$ cat src/design/rhc_pkg.sv
package rhc_pkg;

    // Fraction bits of the hue and saturation results.
    localparam int HUE_FRAC_BITS = 6;
    localparam int SAT_FRAC_BITS = 12;

    // Field widths.
    localparam int CH_W  = 8;
    localparam int HUE_W = 15;
    localparam int SAT_W = 13;

    // The sector-adjusted hue numerator stays below 6 * 255, so it fits 11 bits.
    localparam int SCALED_W = 11;

    // 60 degrees expressed in hue units.
    localparam int HUE_SCALE   = 60 << HUE_FRAC_BITS;
    localparam int HUE_SCALE_W = 6 + HUE_FRAC_BITS;

    // Dividend widths of the two divisions.
    localparam int HUE_NUM_W = SCALED_W + HUE_SCALE_W;
    localparam int SAT_NUM_W = CH_W + SAT_FRAC_BITS;

    // Dividend bits above the quotient, compared against the divisor to
    // detect a quotient that does not fit its field.
    localparam int HUE_HI_W  = HUE_NUM_W - HUE_W;
    localparam int SAT_HI_W  = SAT_NUM_W - SAT_W;
    localparam int HUE_CMP_W = (HUE_HI_W > CH_W) ? HUE_HI_W : CH_W;
    localparam int SAT_CMP_W = (SAT_HI_W > CH_W) ? SAT_HI_W : CH_W;

    typedef struct packed {
        logic [CH_W-1:0] red;
        logic [CH_W-1:0] green;
        logic [CH_W-1:0] blue;
    } pixel_t;

    typedef struct packed {
        logic [HUE_W-1:0] hue;
        logic [SAT_W-1:0] saturation;
        logic [CH_W-1:0]  brightness;
    } hsv_t;

    // One stage of the two shift-subtract dividers. The num fields start as
    // the low dividend bits and fill up with quotient bits from the bottom.
    typedef struct packed {
        logic [CH_W-1:0]  h_div;
        logic [CH_W-1:0]  h_rem;
        logic [HUE_W-1:0] h_num;
        logic             h_zero;
        logic             h_ovf;
        logic [CH_W-1:0]  s_rem;
        logic [SAT_W-1:0] s_num;
        logic             s_zero;
        logic             s_ovf;
        logic [CH_W-1:0]  value;
    } div_t;

endpackage

$ cat src/design/rgb_to_hsv_convert_unit.sv
// RGB to HSV conversion, one pixel word per clock while the output is not stalled.
//
// The input channel (s_valid, s_ready, s_data) takes one 8-bit RGB pixel per
// word. The result channel (m_valid, m_ready, m_data) returns hue in 1/64
// degree units, saturation in 1/4096 units and brightness equal to the
// largest channel. Words leave in the order they arrive, one result per pixel.
//
// The pipeline has 19 register stages: channel max/min, sector offset,
// hue scaling multiply, divider setup, and fifteen shift-subtract steps that
// each retire one quotient bit of the hue and, in the last thirteen, one bit
// of the saturation. A new pixel can be accepted every cycle while the output
// is not stalled.
//
// Each stage carries its own valid bit and moves forward whenever the stage
// after it is empty or moving, so a stall on m_ready fills empty stages first
// and s_ready drops only when every stage holds a word. Nothing is dropped or
// repeated during a stall.
//
// Reset (aresetn low at a clock edge) empties the pipeline; data in flight is
// discarded. There is no configuration.
module rgb_to_hsv_convert_unit (
    input  logic          aclk,
    input  logic          aresetn,
    input  logic          s_valid,
    output logic          s_ready,
    input  rhc_pkg::pixel_t s_data,
    output logic          m_valid,
    input  logic          m_ready,
    output rhc_pkg::hsv_t m_data
);

    // Stage map: 0 max/min, 1 sector offset, 2 multiply, 3 divider setup,
    // 4 onward one divide step each.
    localparam int FRONT_STAGES = 4;
    localparam int NUM_STAGES   = FRONT_STAGES + rhc_pkg::HUE_W;
    localparam int SAT_START    = rhc_pkg::HUE_W - rhc_pkg::SAT_W;

    typedef enum logic [1:0] {
        SECTOR_RED,
        SECTOR_GREEN,
        SECTOR_BLUE
    } sector_t;

    // One restoring division step on an 8-bit divisor: returns the quotient
    // bit on top of the new remainder.
    function automatic logic [rhc_pkg::CH_W:0] div_bit(
        input logic [rhc_pkg::CH_W-1:0] rem,
        input logic                     num_bit,
        input logic [rhc_pkg::CH_W-1:0] divisor
    );
        logic [rhc_pkg::CH_W:0] trial;
        logic [rhc_pkg::CH_W:0] diff;
        trial = {rem, num_bit};
        diff  = trial - {1'b0, divisor};
        if (trial >= {1'b0, divisor}) begin
            div_bit = {1'b1, diff[rhc_pkg::CH_W-1:0]};
        end else begin
            div_bit = {1'b0, trial[rhc_pkg::CH_W-1:0]};
        end
    endfunction

    logic [NUM_STAGES-1:0] vld_reg;
    logic [NUM_STAGES-1:0] stage_en;

    // Handshake and stage advance. A stage loads when it is empty or when the
    // stage after it is loading too.
    always_comb begin
        stage_en[NUM_STAGES-1] = !vld_reg[NUM_STAGES-1] || m_ready;
        for (int k = NUM_STAGES - 2; k >= 0; k--) begin
            stage_en[k] = !vld_reg[k] || stage_en[k+1];
        end
    end

    assign s_ready = stage_en[0];
    assign m_valid = vld_reg[NUM_STAGES-1];

    always_ff @(posedge aclk) begin
        if (!aresetn) begin
            vld_reg <= '0;
        end else begin
            if (stage_en[0]) begin
                vld_reg[0] <= s_valid;
            end
            for (int k = 1; k < NUM_STAGES; k++) begin
                if (stage_en[k]) begin
                    vld_reg[k] <= vld_reg[k-1];
                end
            end
        end
    end

    // Stage 0: largest and smallest channel, the sector with red winning
    // ties over green and green over blue, and the in-sector difference.
    logic [rhc_pkg::CH_W-1:0] a_mx_reg, a_mx_next;
    logic [rhc_pkg::CH_W-1:0] a_d_reg, a_d_next;
    sector_t                  a_sector_reg, a_sector_next;
    logic signed [rhc_pkg::CH_W:0] a_diff_reg, a_diff_next;
    logic [rhc_pkg::CH_W-1:0] a_mn;

    always_comb begin
        a_mx_next = s_data.red;
        a_mn      = s_data.red;
        if (s_data.green > a_mx_next) a_mx_next = s_data.green;
        if (s_data.blue > a_mx_next) a_mx_next = s_data.blue;
        if (s_data.green < a_mn) a_mn = s_data.green;
        if (s_data.blue < a_mn) a_mn = s_data.blue;
        a_d_next = a_mx_next - a_mn;

        priority if (s_data.red >= s_data.green && s_data.red >= s_data.blue) begin
            a_sector_next = SECTOR_RED;
            a_diff_next   = $signed({1'b0, s_data.green}) - $signed({1'b0, s_data.blue});
        end else if (s_data.green >= s_data.blue) begin
            a_sector_next = SECTOR_GREEN;
            a_diff_next   = $signed({1'b0, s_data.blue}) - $signed({1'b0, s_data.red});
        end else begin
            a_sector_next = SECTOR_BLUE;
            a_diff_next   = $signed({1'b0, s_data.red}) - $signed({1'b0, s_data.green});
        end
    end

    always_ff @(posedge aclk) begin
        if (stage_en[0]) begin
            a_mx_reg     <= a_mx_next;
            a_d_reg      <= a_d_next;
            a_sector_reg <= a_sector_next;
            a_diff_reg   <= a_diff_next;
        end
    end

    // Stage 1: add the sector offset (0, 2d or 4d) and wrap a negative hue
    // by a full turn of 6d.
    logic [rhc_pkg::CH_W-1:0]     b_mx_reg;
    logic [rhc_pkg::CH_W-1:0]     b_d_reg;
    logic [rhc_pkg::SCALED_W-1:0] b_scaled_reg, b_scaled_next;
    logic [rhc_pkg::SCALED_W-1:0] b_base;
    logic [rhc_pkg::SCALED_W-1:0] b_six_d;
    logic signed [rhc_pkg::SCALED_W+1:0] b_sum;
    logic signed [rhc_pkg::SCALED_W+1:0] b_wrapped;

    always_comb begin
        unique case (a_sector_reg)
            SECTOR_RED:   b_base = '0;
            SECTOR_GREEN: b_base = rhc_pkg::SCALED_W'({a_d_reg, 1'b0});
            SECTOR_BLUE:  b_base = rhc_pkg::SCALED_W'({a_d_reg, 2'b00});
            default:      b_base = '0;
        endcase
        b_six_d = rhc_pkg::SCALED_W'({a_d_reg, 2'b00}) + rhc_pkg::SCALED_W'({a_d_reg, 1'b0});
        b_sum   = $signed({2'b00, b_base}) + (rhc_pkg::SCALED_W + 2)'(a_diff_reg);
        if (b_sum < 0) begin
            b_wrapped = b_sum + $signed({2'b00, b_six_d});
        end else begin
            b_wrapped = b_sum;
        end
        b_scaled_next = b_wrapped[rhc_pkg::SCALED_W-1:0];
    end

    always_ff @(posedge aclk) begin
        if (stage_en[1]) begin
            b_mx_reg     <= a_mx_reg;
            b_d_reg      <= a_d_reg;
            b_scaled_reg <= b_scaled_next;
        end
    end

    // Stage 2: form both dividends.
    logic [rhc_pkg::CH_W-1:0]      c_mx_reg;
    logic [rhc_pkg::CH_W-1:0]      c_d_reg;
    logic [rhc_pkg::HUE_NUM_W-1:0] c_hue_num_reg, c_hue_num_next;
    logic [rhc_pkg::SAT_NUM_W-1:0] c_sat_num_reg, c_sat_num_next;

    assign c_hue_num_next = rhc_pkg::HUE_NUM_W'(b_scaled_reg)
                          * rhc_pkg::HUE_NUM_W'(rhc_pkg::HUE_SCALE);
    assign c_sat_num_next = rhc_pkg::SAT_NUM_W'(b_d_reg) << rhc_pkg::SAT_FRAC_BITS;

    always_ff @(posedge aclk) begin
        if (stage_en[2]) begin
            c_mx_reg      <= b_mx_reg;
            c_d_reg       <= b_d_reg;
            c_hue_num_reg <= c_hue_num_next;
            c_sat_num_reg <= c_sat_num_next;
        end
    end

    // Stage 3: divider setup. The dividend bits above the quotient width are
    // the starting remainder; if they already reach the divisor the quotient
    // would not fit and the result saturates to all ones.
    rhc_pkg::div_t div_reg [0:rhc_pkg::HUE_W];
    rhc_pkg::div_t div_init_next;
    logic [rhc_pkg::HUE_CMP_W-1:0] d_hue_hi;
    logic [rhc_pkg::SAT_CMP_W-1:0] d_sat_hi;

    always_comb begin
        d_hue_hi = rhc_pkg::HUE_CMP_W'(c_hue_num_reg[rhc_pkg::HUE_NUM_W-1:rhc_pkg::HUE_W]);
        d_sat_hi = rhc_pkg::SAT_CMP_W'(c_sat_num_reg[rhc_pkg::SAT_NUM_W-1:rhc_pkg::SAT_W]);

        div_init_next.h_div  = c_d_reg;
        div_init_next.h_rem  = d_hue_hi[rhc_pkg::CH_W-1:0];
        div_init_next.h_num  = c_hue_num_reg[rhc_pkg::HUE_W-1:0];
        div_init_next.h_zero = (c_d_reg == '0);
        div_init_next.h_ovf  = (d_hue_hi >= rhc_pkg::HUE_CMP_W'(c_d_reg));
        div_init_next.s_rem  = d_sat_hi[rhc_pkg::CH_W-1:0];
        div_init_next.s_num  = c_sat_num_reg[rhc_pkg::SAT_W-1:0];
        div_init_next.s_zero = (c_mx_reg == '0);
        div_init_next.s_ovf  = (d_sat_hi >= rhc_pkg::SAT_CMP_W'(c_mx_reg));
        div_init_next.value  = c_mx_reg;
    end

    always_ff @(posedge aclk) begin
        if (stage_en[FRONT_STAGES-1]) begin
            div_reg[0] <= div_init_next;
        end
    end

    // Divide steps. Every step retires one hue quotient bit; the saturation
    // quotient is shorter and starts late so both finish together.
    for (genvar i = 1; i <= rhc_pkg::HUE_W; i++) begin : g_div
        rhc_pkg::div_t          div_next;
        logic [rhc_pkg::CH_W:0] h_res;
        logic [rhc_pkg::CH_W:0] s_res;

        always_comb begin
            div_next = div_reg[i-1];
            h_res = div_bit(div_reg[i-1].h_rem, div_reg[i-1].h_num[rhc_pkg::HUE_W-1],
                            div_reg[i-1].h_div);
            s_res = div_bit(div_reg[i-1].s_rem, div_reg[i-1].s_num[rhc_pkg::SAT_W-1],
                            div_reg[i-1].value);
            div_next.h_rem = h_res[rhc_pkg::CH_W-1:0];
            div_next.h_num = {div_reg[i-1].h_num[rhc_pkg::HUE_W-2:0], h_res[rhc_pkg::CH_W]};
            if (i > SAT_START) begin
                div_next.s_rem = s_res[rhc_pkg::CH_W-1:0];
                div_next.s_num = {div_reg[i-1].s_num[rhc_pkg::SAT_W-2:0],
                                  s_res[rhc_pkg::CH_W]};
            end
        end

        always_ff @(posedge aclk) begin
            if (stage_en[FRONT_STAGES-1+i]) begin
                div_reg[i] <= div_next;
            end
        end
    end

    // Result: grey pixels have hue 0, black pixels saturation 0, and a
    // quotient that overflows its field is clamped to all ones.
    always_comb begin
        priority if (div_reg[rhc_pkg::HUE_W].h_zero) begin
            m_data.hue = '0;
        end else if (div_reg[rhc_pkg::HUE_W].h_ovf) begin
            m_data.hue = '1;
        end else begin
            m_data.hue = div_reg[rhc_pkg::HUE_W].h_num;
        end
        priority if (div_reg[rhc_pkg::HUE_W].s_zero) begin
            m_data.saturation = '0;
        end else if (div_reg[rhc_pkg::HUE_W].s_ovf) begin
            m_data.saturation = '1;
        end else begin
            m_data.saturation = div_reg[rhc_pkg::HUE_W].s_num;
        end
        m_data.brightness = div_reg[rhc_pkg::HUE_W].value;
    end

    // An empty output stage means every stage can advance.
    a_ready_when_out_empty: assert property (
        @(posedge aclk) disable iff (!aresetn)
        !m_valid |-> s_ready
    ) else $error("s_ready low while the output stage is empty");

    // Hue stays below one full turn.
    a_hue_range: assert property (
        @(posedge aclk) disable iff (!aresetn)
        m_valid |-> (m_data.hue < rhc_pkg::HUE_W'(360 << rhc_pkg::HUE_FRAC_BITS))
    ) else $error("hue at or above 360 degrees");

    // A black pixel has neither hue nor saturation.
    a_black_pixel: assert property (
        @(posedge aclk) disable iff (!aresetn)
        (m_valid && m_data.brightness == '0) |-> (m_data.hue == '0 && m_data.saturation == '0)
    ) else $error("black pixel with nonzero hue or saturation");

endmodule
$ cat config.mk
export PLATFORM = sky130hd
export DESIGN_NAME = rgb_to_hsv_convert_unit
export DESIGN_NICKNAME = d
export VERILOG_FILES = /design/src/design/rhc_pkg.sv /design/src/design/rgb_to_hsv_convert_unit.sv
export SDC_FILE = /design/constraint.sdc
export NUM_CORES = 1
export LEC_CHECK = 0
export BUFFER_PORTS_ARGS = -buffer_cell sky130_fd_sc_hd__buf_2
export CAP_MARGIN = 20
export CORE_ASPECT_RATIO = 1.4
export CORE_MARGIN = 3
export CORE_UTILIZATION = 55
export DETAILED_ROUTE_END_ITERATION = 7
export PLACE_DENSITY_LB_ADDON = 0.08
export SYNTH_ARGS = -nofsm -noshare
export SYNTH_HDL_FRONTEND = slang
export SYNTH_SLANG_ARGS = --single-unit
export TNS_END_PERCENT = 10
$ cat constraint.sdc
create_clock -name aclk -period 7.43 [get_ports aclk]
set_input_delay 1.1145 -clock aclk [delete_from_list [all_inputs] [get_ports aclk]]
set_output_delay 1.1145 -clock aclk [all_outputs]
set_load 0.01 [all_outputs]
==> flow_results.org, run 1 <==
** Status
- The flow ran to the end, and the final reports show no timing, DRC or antenna violations.

** Critical path
- On the worst path, the slowest cell contributes a delay of 0.43 ns.
- Across all register-to-register paths, the minimum setup slack is 2.76 ns.
- CP Capture Type :: flop
- CP bufs+invs :: 5
- Crit path max fanout :: 10
- Slowest stage cell, crit path :: o21ai_0
- CP top delay family :: compound AO/OA/AOI/OAI gates
- Critical path class :: input port to flop
- Startpoint class of the critical path :: input port
- Data on the critical path is required at its endpoint by 7.82 ns.
- Critical path arrival :: 6.26 ns

** Die
- From bottom edge to top edge, the die measures 335.1 um.
- Initial standard-cell utilization of the core :: 55.56%
- Die Footprint :: 80770 um^2
- Measured along the x axis, the die boundary spans 241.1 um.
- 66 I/O pins were placed.
- After floorplanning, the core was sized to cover 76570 um^2.
- After floorplanning, the core was divided into 120 placement rows.

** Route
- Average detailed-routed wire length per instance :: 17.39 um
- Summed over all layers, the routed wires come to 76040 um.
- After detailed routing, the number of remaining DRC violations is 0.
- The first detailed-routing pass took 8 iterations.
- Ratio of routed vias to standard cells :: 5.437
- In this run, the number of DRC markers left after iteration 0 of detailed routing was 982.
- Post-DRT Antenna Nets :: 0
- Detailed routing inserted a total of 23770 vias.

** Cells and area
- Relative area change from synthesis to final layout :: 10.43%
- The register with the most flip-flops in the layout has 767 of them.
- Fillcell total :: 5836
- In the layout the commonest cells are edfxtp_1 (852), inv_1 (439), ha_1 (323).
- Antenna Diode Count :: 0
- Core occupancy in the finished layout :: 61.35%
- Fraction of layout cells with a size suffix above 1 :: 11.45%
- Net count reported at finish :: 3743
- Leading cell type in the layout, fill and taps excluded :: edfxtp_1

** Timing
- After layout, the worst path uses 78.99% of the clock period.
- Measured slew at the worst slew-check pin :: 1.031 ns
- For the final database, setup skew stands at 0.01209 ns.
- Min Clock Period, post-route :: 5.869 ns
- Number of hold-slack violations in the final timing report :: 0
- Highest clock rate :: 170.4 MHz
- Pins Over Slew Limit :: 0
- Setup violations remaining at the end of the flow were counted as 0.
- The worst pin sits at a relative slew slack of 31.19%.
- Hold slack :: 0.4118 ns
- Setup total negative slack :: 0 ns
- RSZ-0062 raised after global routing :: false

** Logic synthesis
- Total nets after synthesis :: 3597
- The synthesized design contains 852 enable-type register cells.
- Number of warnings printed during yosys synthesis :: 0
- Dominant synthesized flop cell :: edfxtp_1
- Mean cell area of the mapped netlist :: 13.34 um^2
- Of all flip-flops after synthesis, the portion carrying an async set or reset was 0%.
- Synth cell types :: 62
- Share of synthesized area occupied by flip-flops and latches :: 61.03%
- Top cells by area in the synthesized netlist :: edfxtp_1 (60%), ha_1 (9.5%), inv_1 (3.9%)
- The synthesized design devotes to its leading area cell type 60.14% of total area.
- Count of state elements after synthesis :: 871
- The synthesized design spends more area on one cell type than any other, namely edfxtp_1.
- Area of the mapped netlist :: 42540 um^2
- Number of cells produced by synthesis :: 3188

** Clock tree
- Clock tree from TritonCTS :: done
- Clock tree synthesis found a total of 871 sinks.
- Clock Pin Slew Worst Setup and Hold Paths :: 0.06 ns
- Cts repair resizes :: 0
- Buffers added to address setup during post-CTS repair amount to 0.
- At the later pin of the worst-skew pair, clock insertion delay measures 0.64 ns.
- TritonCTS created 83 clock buffers.
- Clock tree root driver cell :: clkbuf_16
- H-tree depth :: 3
- Clock buffer depth :: 3
- For this design, the CTS-stage hold fixing added 0 buffers.

** Min path
- Path class of the lowest-slack min-delay path :: flop to flop

** GRT
- Entering global routing, the biggest net connects 63 pins.
- The via count of the first global-routing pass was 25500.
- GRT Util Overall :: 19.29%
- The initial antenna violation count is 3.
- Global routing finished with a remaining overflow of 0.
- The first global-routing pass estimated 122600 um of wire.

** Placed design
- Final Wtd Congestion :: 0.8699
- Number of I/O port buffers :: 65
- Estimated wirelength of the detail-placed design :: 59220 um

** Job
- The tool flagged a number of max-cap violations equal to 0.
## final cells by class
type                            instances  area [um^2]  area share (%)
Inverter                              443         1663           3.539
Multi-Input combinational cell       1846        14800           31.51
Timing Repair Buffer                   89        615.6           1.310
Tap cell                              976         1221           2.599
Clock inverter                         47        566.8           1.206
Clock buffer                          101         2145           4.565
Sequential cell                       871        25960           55.27
## Yosys cell counts, drive strengths merged, types with 2 or more instances
cell and number:
xor2 45, a211oi 3, o211ai 2, mux2i 69, a22o 2, nand2b 34
buf 14, or4 2, ha 323, fa 58, edfxtp 852, and3 8
nand4 44, a21o 55, nand3 25, nor2 303, or2 5, o21bai 5
nor3b 4, nand2 93, nor3 9, a21boi 62, o21a 27, nor2b 80
a31oi 3, o21ai 162, o22a 3, clkbuf 14, dfxtp 19, a311oi 22
mux2 134, or3 4, o31ai 3, nor4 3, inv 443, xnor2 81
a21oi 104, and2 24, a22oi 29, o2111ai 3
## logic make-up (layout without fill, tap and decap cells)
logic type | after synthesis | in the layout | synth area share (%)
AOI/OAI and AO/OA | 493 | 493 | 7.553
xor gates and xnor gates | 126 | 126 | 2.594
adders and majority gates | 381 | 381 | 12.23
buffers and inverters | 471 | 680 | 4.235
DFF | 871 | 871 | 61.03
muxes | 204 | 204 | 5.223
and+or+nand+nor | 642 | 642 | 7.132
## routing by layer
layer  track usage, %  vias to the layer above  share of wire (%)
met5                0                        -              0.039
met4            8.002                        6                4.0
met3            2.990                      181                3.1
met2            41.15                      377                 60
met1            17.00                    11550                 33
li1                 -                    11660                  -
## path summary, 6_finish.rpt
| kind | from | endpoint | cells after the start |
|---|---|---|---|
| max | s_data[9] | a_d_reg[7] | 27 |
| min | div_reg[1][161] | div_reg[1][226] | 0 |
| max reg2reg | a_sector_reg[1] | b_scaled_reg[10] | 19 |
| min reg2reg | div_reg[1][161] | div_reg[1][226] | 0 |
## metrics by stage
| stage | instances | instance area (um^2) | setup slack, ns |
|---|---|---|---|
| 2_1_floorplan | 3188 | 42540 | 1.404 |
| 3_3_place_gp | 4218 | 44110 | 0.7695 |
| 3_5_place_dp | 4219 | 44130 | 0.8876 |
| 4_1_cts | 4367 | 46840 | 1.566 |
| 5_1_grt | 4373 | 46980 | 0.9760 |
| 6_report | 4373 | 46980 | 1.561 |
Power of run 1 is left out: the tool's default activity adds up to more than one toggle a clock period on the data nets, which glitch-free logic cannot reach.
==> run 2, diff against run 1 <==
--- a/config.mk
+++ b/config.mk
@@ -5,6 +5,7 @@
 export SDC_FILE = /design/constraint.sdc
 export NUM_CORES = 1
 export LEC_CHECK = 0
+export ABC_AREA = 1
 export BUFFER_PORTS_ARGS = -buffer_cell sky130_fd_sc_hd__buf_2
 export CAP_MARGIN = 20
 export CORE_ASPECT_RATIO = 1.4
==> constraint.sdc (replaced) <==
create_clock -name aclk -period 5.47 [get_ports aclk]
set_input_delay 0.8205 -clock aclk [delete_from_list [all_inputs] [get_ports aclk]]
set_output_delay 0.8205 -clock aclk [all_outputs]
set_load 0.01 [all_outputs]
==> run 2 against run 1 <==
Effect of this change: clock-buffer cell count rose by 12; worst setup slack lost 0.92 ns; clock skew is 0.012 ns higher; via count rose by 3.9%; critical endpoint unchanged; sequential share of layout area increased by 0.76 points; synthesized area fell by 1.3%; utilization about the same; hold slack worse by 0.0036 ns; flip-flop and latch count did not move; largest cell class unchanged.
==> flow_results.org, run 2 <==
** Route
- Length of the first detailed-routing pass in iterations :: 5
- In this run the remaining antenna-violating nets after routing total 0.
- DRC violation count after routing :: 0
- Using the TritonRoute via totals, the vias-per-cell ratio works out to 5.318.
- Average detailed-routed wire length per instance :: 16.62 um
- For this block, the initial DRC count from the detailed router was 1212.
- Detailed routing inserted a total of 24710 vias.
- The routed design has 77230 um of wire.

** Cells and area
- Excluding fillers, the count of instances in the completed layout stands at 4647.
- With fillers left out, the area of the finished cells amounts to 46340 um^2.
- From synthesis to final layout, the design area changed by 10.35%.
- Net count reported at finish :: 4022
- The top cell types in the final layout, fill and taps aside, are edfxtp_1 (852), inv_1 (555), nand2_1 (435).
- The register with the most flip-flops in the layout has 767 of them.
- The number of antenna diodes in the final layout is 0.
- Leading cell type in the layout, fill and taps excluded :: edfxtp_1
- Fraction of layout cells with a size suffix above 1 :: 7.393%

** Timing
- The hold violation total from the final report is 0.
- Setup repair after global routing left no endpoint under its margin.
- Setup violations remaining at the end of the flow were counted as 0.
- Of the available clock period, the critical path in the final layout requires 88.32%.
- On the final layout, the worst clock skew is 0.02423 ns.
- Measured against its own limit, the worst slew margin works out to 34.14%.
- For the final routed database, the setup TNS stands at 0 ns.
- Min Clock Period, post-route :: 4.831 ns
- Pins Over Slew Limit :: 0
- At the pin with the least slew margin, the transition time is 0.9844 ns.
- Highest clock rate :: 207.0 MHz

** Placed design
- Final Wtd Congestion :: 0.8544
- The wire-length estimate of the detail-placed layout is 59790 um.
- Once placement finished, the instance area stood at 43450 um^2.
- Placed cells :: 4493
- Number of I/O port buffers :: 65

** Logic synthesis
- Simple logic cell fraction of the synthesized area :: 8.846%
- Proportion of register bits with asynchronous set or reset after synthesis :: 0%
- Number of warnings printed during yosys synthesis :: 0
- Averaged over all synthesized cells, the footprint is 12.04 um^2.
- The number of nets handed over by synthesis was 3897.
- After synthesis, the largest family of logic cells by area is adder cells.
- The synthesized design contains 871 register bits.
- Sorting the synthesized cells by area gives the leading types as edfxtp_1 (61%), ha_1 (9.6%), inv_1 (5.0%).
- The synthesized netlist occupies a cell area of 42000 um^2.
- By count the netlist is led by edfxtp_1 (852), inv_1 (559), nand2_1 (439), ha_1 (323), nor2_1 (260).
- Count of flip-flops with a built-in enable after synthesis :: 852
- Most used standard cell by instance count after synthesis :: edfxtp_1
- Largest area contributor in the synthesized netlist :: edfxtp_1
- Synthesis handed over a netlist of 3488 instances.
- The portion of synthesized area spent on multiplexers is 0%.
- Synth cell types :: 54
- Share of the synthesized netlist area taken by xor and xnor gates :: 3.629%
- The top cell type by area accounts for 60.92% of the synthesized area.
- Synth Area in Compound Gates :: 7.657%
- Of the total synthesized cell area, the portion taken by full adders, half adders and majority gates is 12.39%.
- Dominant synthesized flop cell :: edfxtp_1
- For this run, the register share of the synthesized area comes to 61.83%.

** Die
- Floorplan die height :: 333.0 um
- The core region is 75490 um^2.
- Top-level port count :: 66
- Die Footprint :: 79760 um^2
- Standard-cell row count :: 119
- Initial standard-cell utilization of the core :: 55.63%
- Overall die width :: 239.5 um

** Clock tree
- TritonCTS built the clock tree.
- Number of clock buffers inserted by TritonCTS :: 83
- Clock tree root driver cell :: clkbuf_16
- H-tree depth :: 3
- The clock net in this run drives a total of 871 sinks.
- Number of buffers added to fix hold violations after cts :: 0
- Clock Pin Slew Worst Setup and Hold Paths :: 0.06 ns
- Gates resized during post-CTS repair numbered 0.
- Clock buffer depth :: 3
- At the later pin of the worst-skew pair, clock insertion delay measures 0.63 ns.
- Total setup buffers inserted after CTS :: 0

** GRT
- Entering global routing, the biggest net connects 62 pins.
- The initial antenna violation count is 0.
- The first global-routing pass estimated 125800 um of wire.
- Across every metal layer, demand over resource in global routing totals 19.82%.
- Remaining global-route overflow :: 0
- The via count of the first global-routing pass came to 26220.

** Critical path
- Crit path max fanout :: 13
- The worst setup path is captured at a flop.
- Critical path class :: input port to flop
- Slowest stage cell, crit path :: o21ai_0
- Worst path most repeated cell :: nand2_1
- STA puts the critical path data required time at 5.85 ns.
- The largest single stage delay on the critical path is 0.38 ns.
- The worst setup path is launched from an input port.
- Critical path arrival :: 5.21 ns

** Min path
- Path class of the lowest-slack min-delay path :: flop to flop

** Job
- Max capacitance violation total :: 0

** Status
- The run finished with clean final reports.
==> run 2: per-stage QoR <==
step                      hold slack [ns]  setup WS (ns)  util [%]
after floorplan                    0.4003        -0.1912         -
after global placement             0.4005        0.05500     57.56
after detailed placement           0.4045        0.01297     57.56
after CTS                          0.4064         0.6836     61.31
after global routing               0.4109        0.09969     61.39
final                              0.4083         0.6391     61.39
==> run 2: layer usage <==
layer	share of wire, %	track usage (%)	vias to the layer above	wire [um]
met5	0	0	-	0
met4	4.8	9.772	0	3684
met3	2.6	2.538	185	2045
met2	59	41.52	402	45590
met1	34	17.86	11860	25910
li1	-	-	12270	-
==> run 2: area by class of cell <==
| type | count | area [um^2] |
|---|---|---|
| Fill cell | 5741 | 29140 |
| Sequential cell | 871 | 25960 |
| Multi-Input combinational cell | 2006 | 13680 |
| Clock buffer | 113 | 2344 |
| Inverter | 563 | 2126 |
| Tap cell | 968 | 1211 |
| Timing Repair Buffer | 88 | 535.5 |
| Clock inverter | 38 | 486.7 |
==> run 2: critical path: cells and delay by family <==
kind	cells	cell delay (ns)
AND/OR/NAND/NOR	16	1.45
buffers and inverters	8	0.68
adder cells (fa/ha/maj)	3	0.90
AO/OA/AOI/OAI	8	1.34
==> run 2: logic make-up (layout without fill, tap and decap cells) <==
family          after synthesis  count (layout)
compound gates              583             583
flops                       871             871
xor+xnor                    174             174
simple gates                868             868
fa+ha+maj                   381             381
buf+inv                     611             802
==> run 2: path summary, 6_finish.rpt <==
| path | slack [ns] | endpoint | depth (start not counted) | from |
|---|---|---|---|---|
| worst max-delay path | 0.64 | a_d_reg[7] | 35 | s_data[12] |
| worst min register to register | 0.41 | div_reg[1][8] | 0 | div_reg[0][456] |
| worst min-delay path | 0.41 | div_reg[1][8] | 0 | div_reg[0][456] |
| worst max register to register | 0.88 | b_scaled_reg[10] | 25 | a_sector_reg[1] |
Power of run 2 is left out for the same reason.
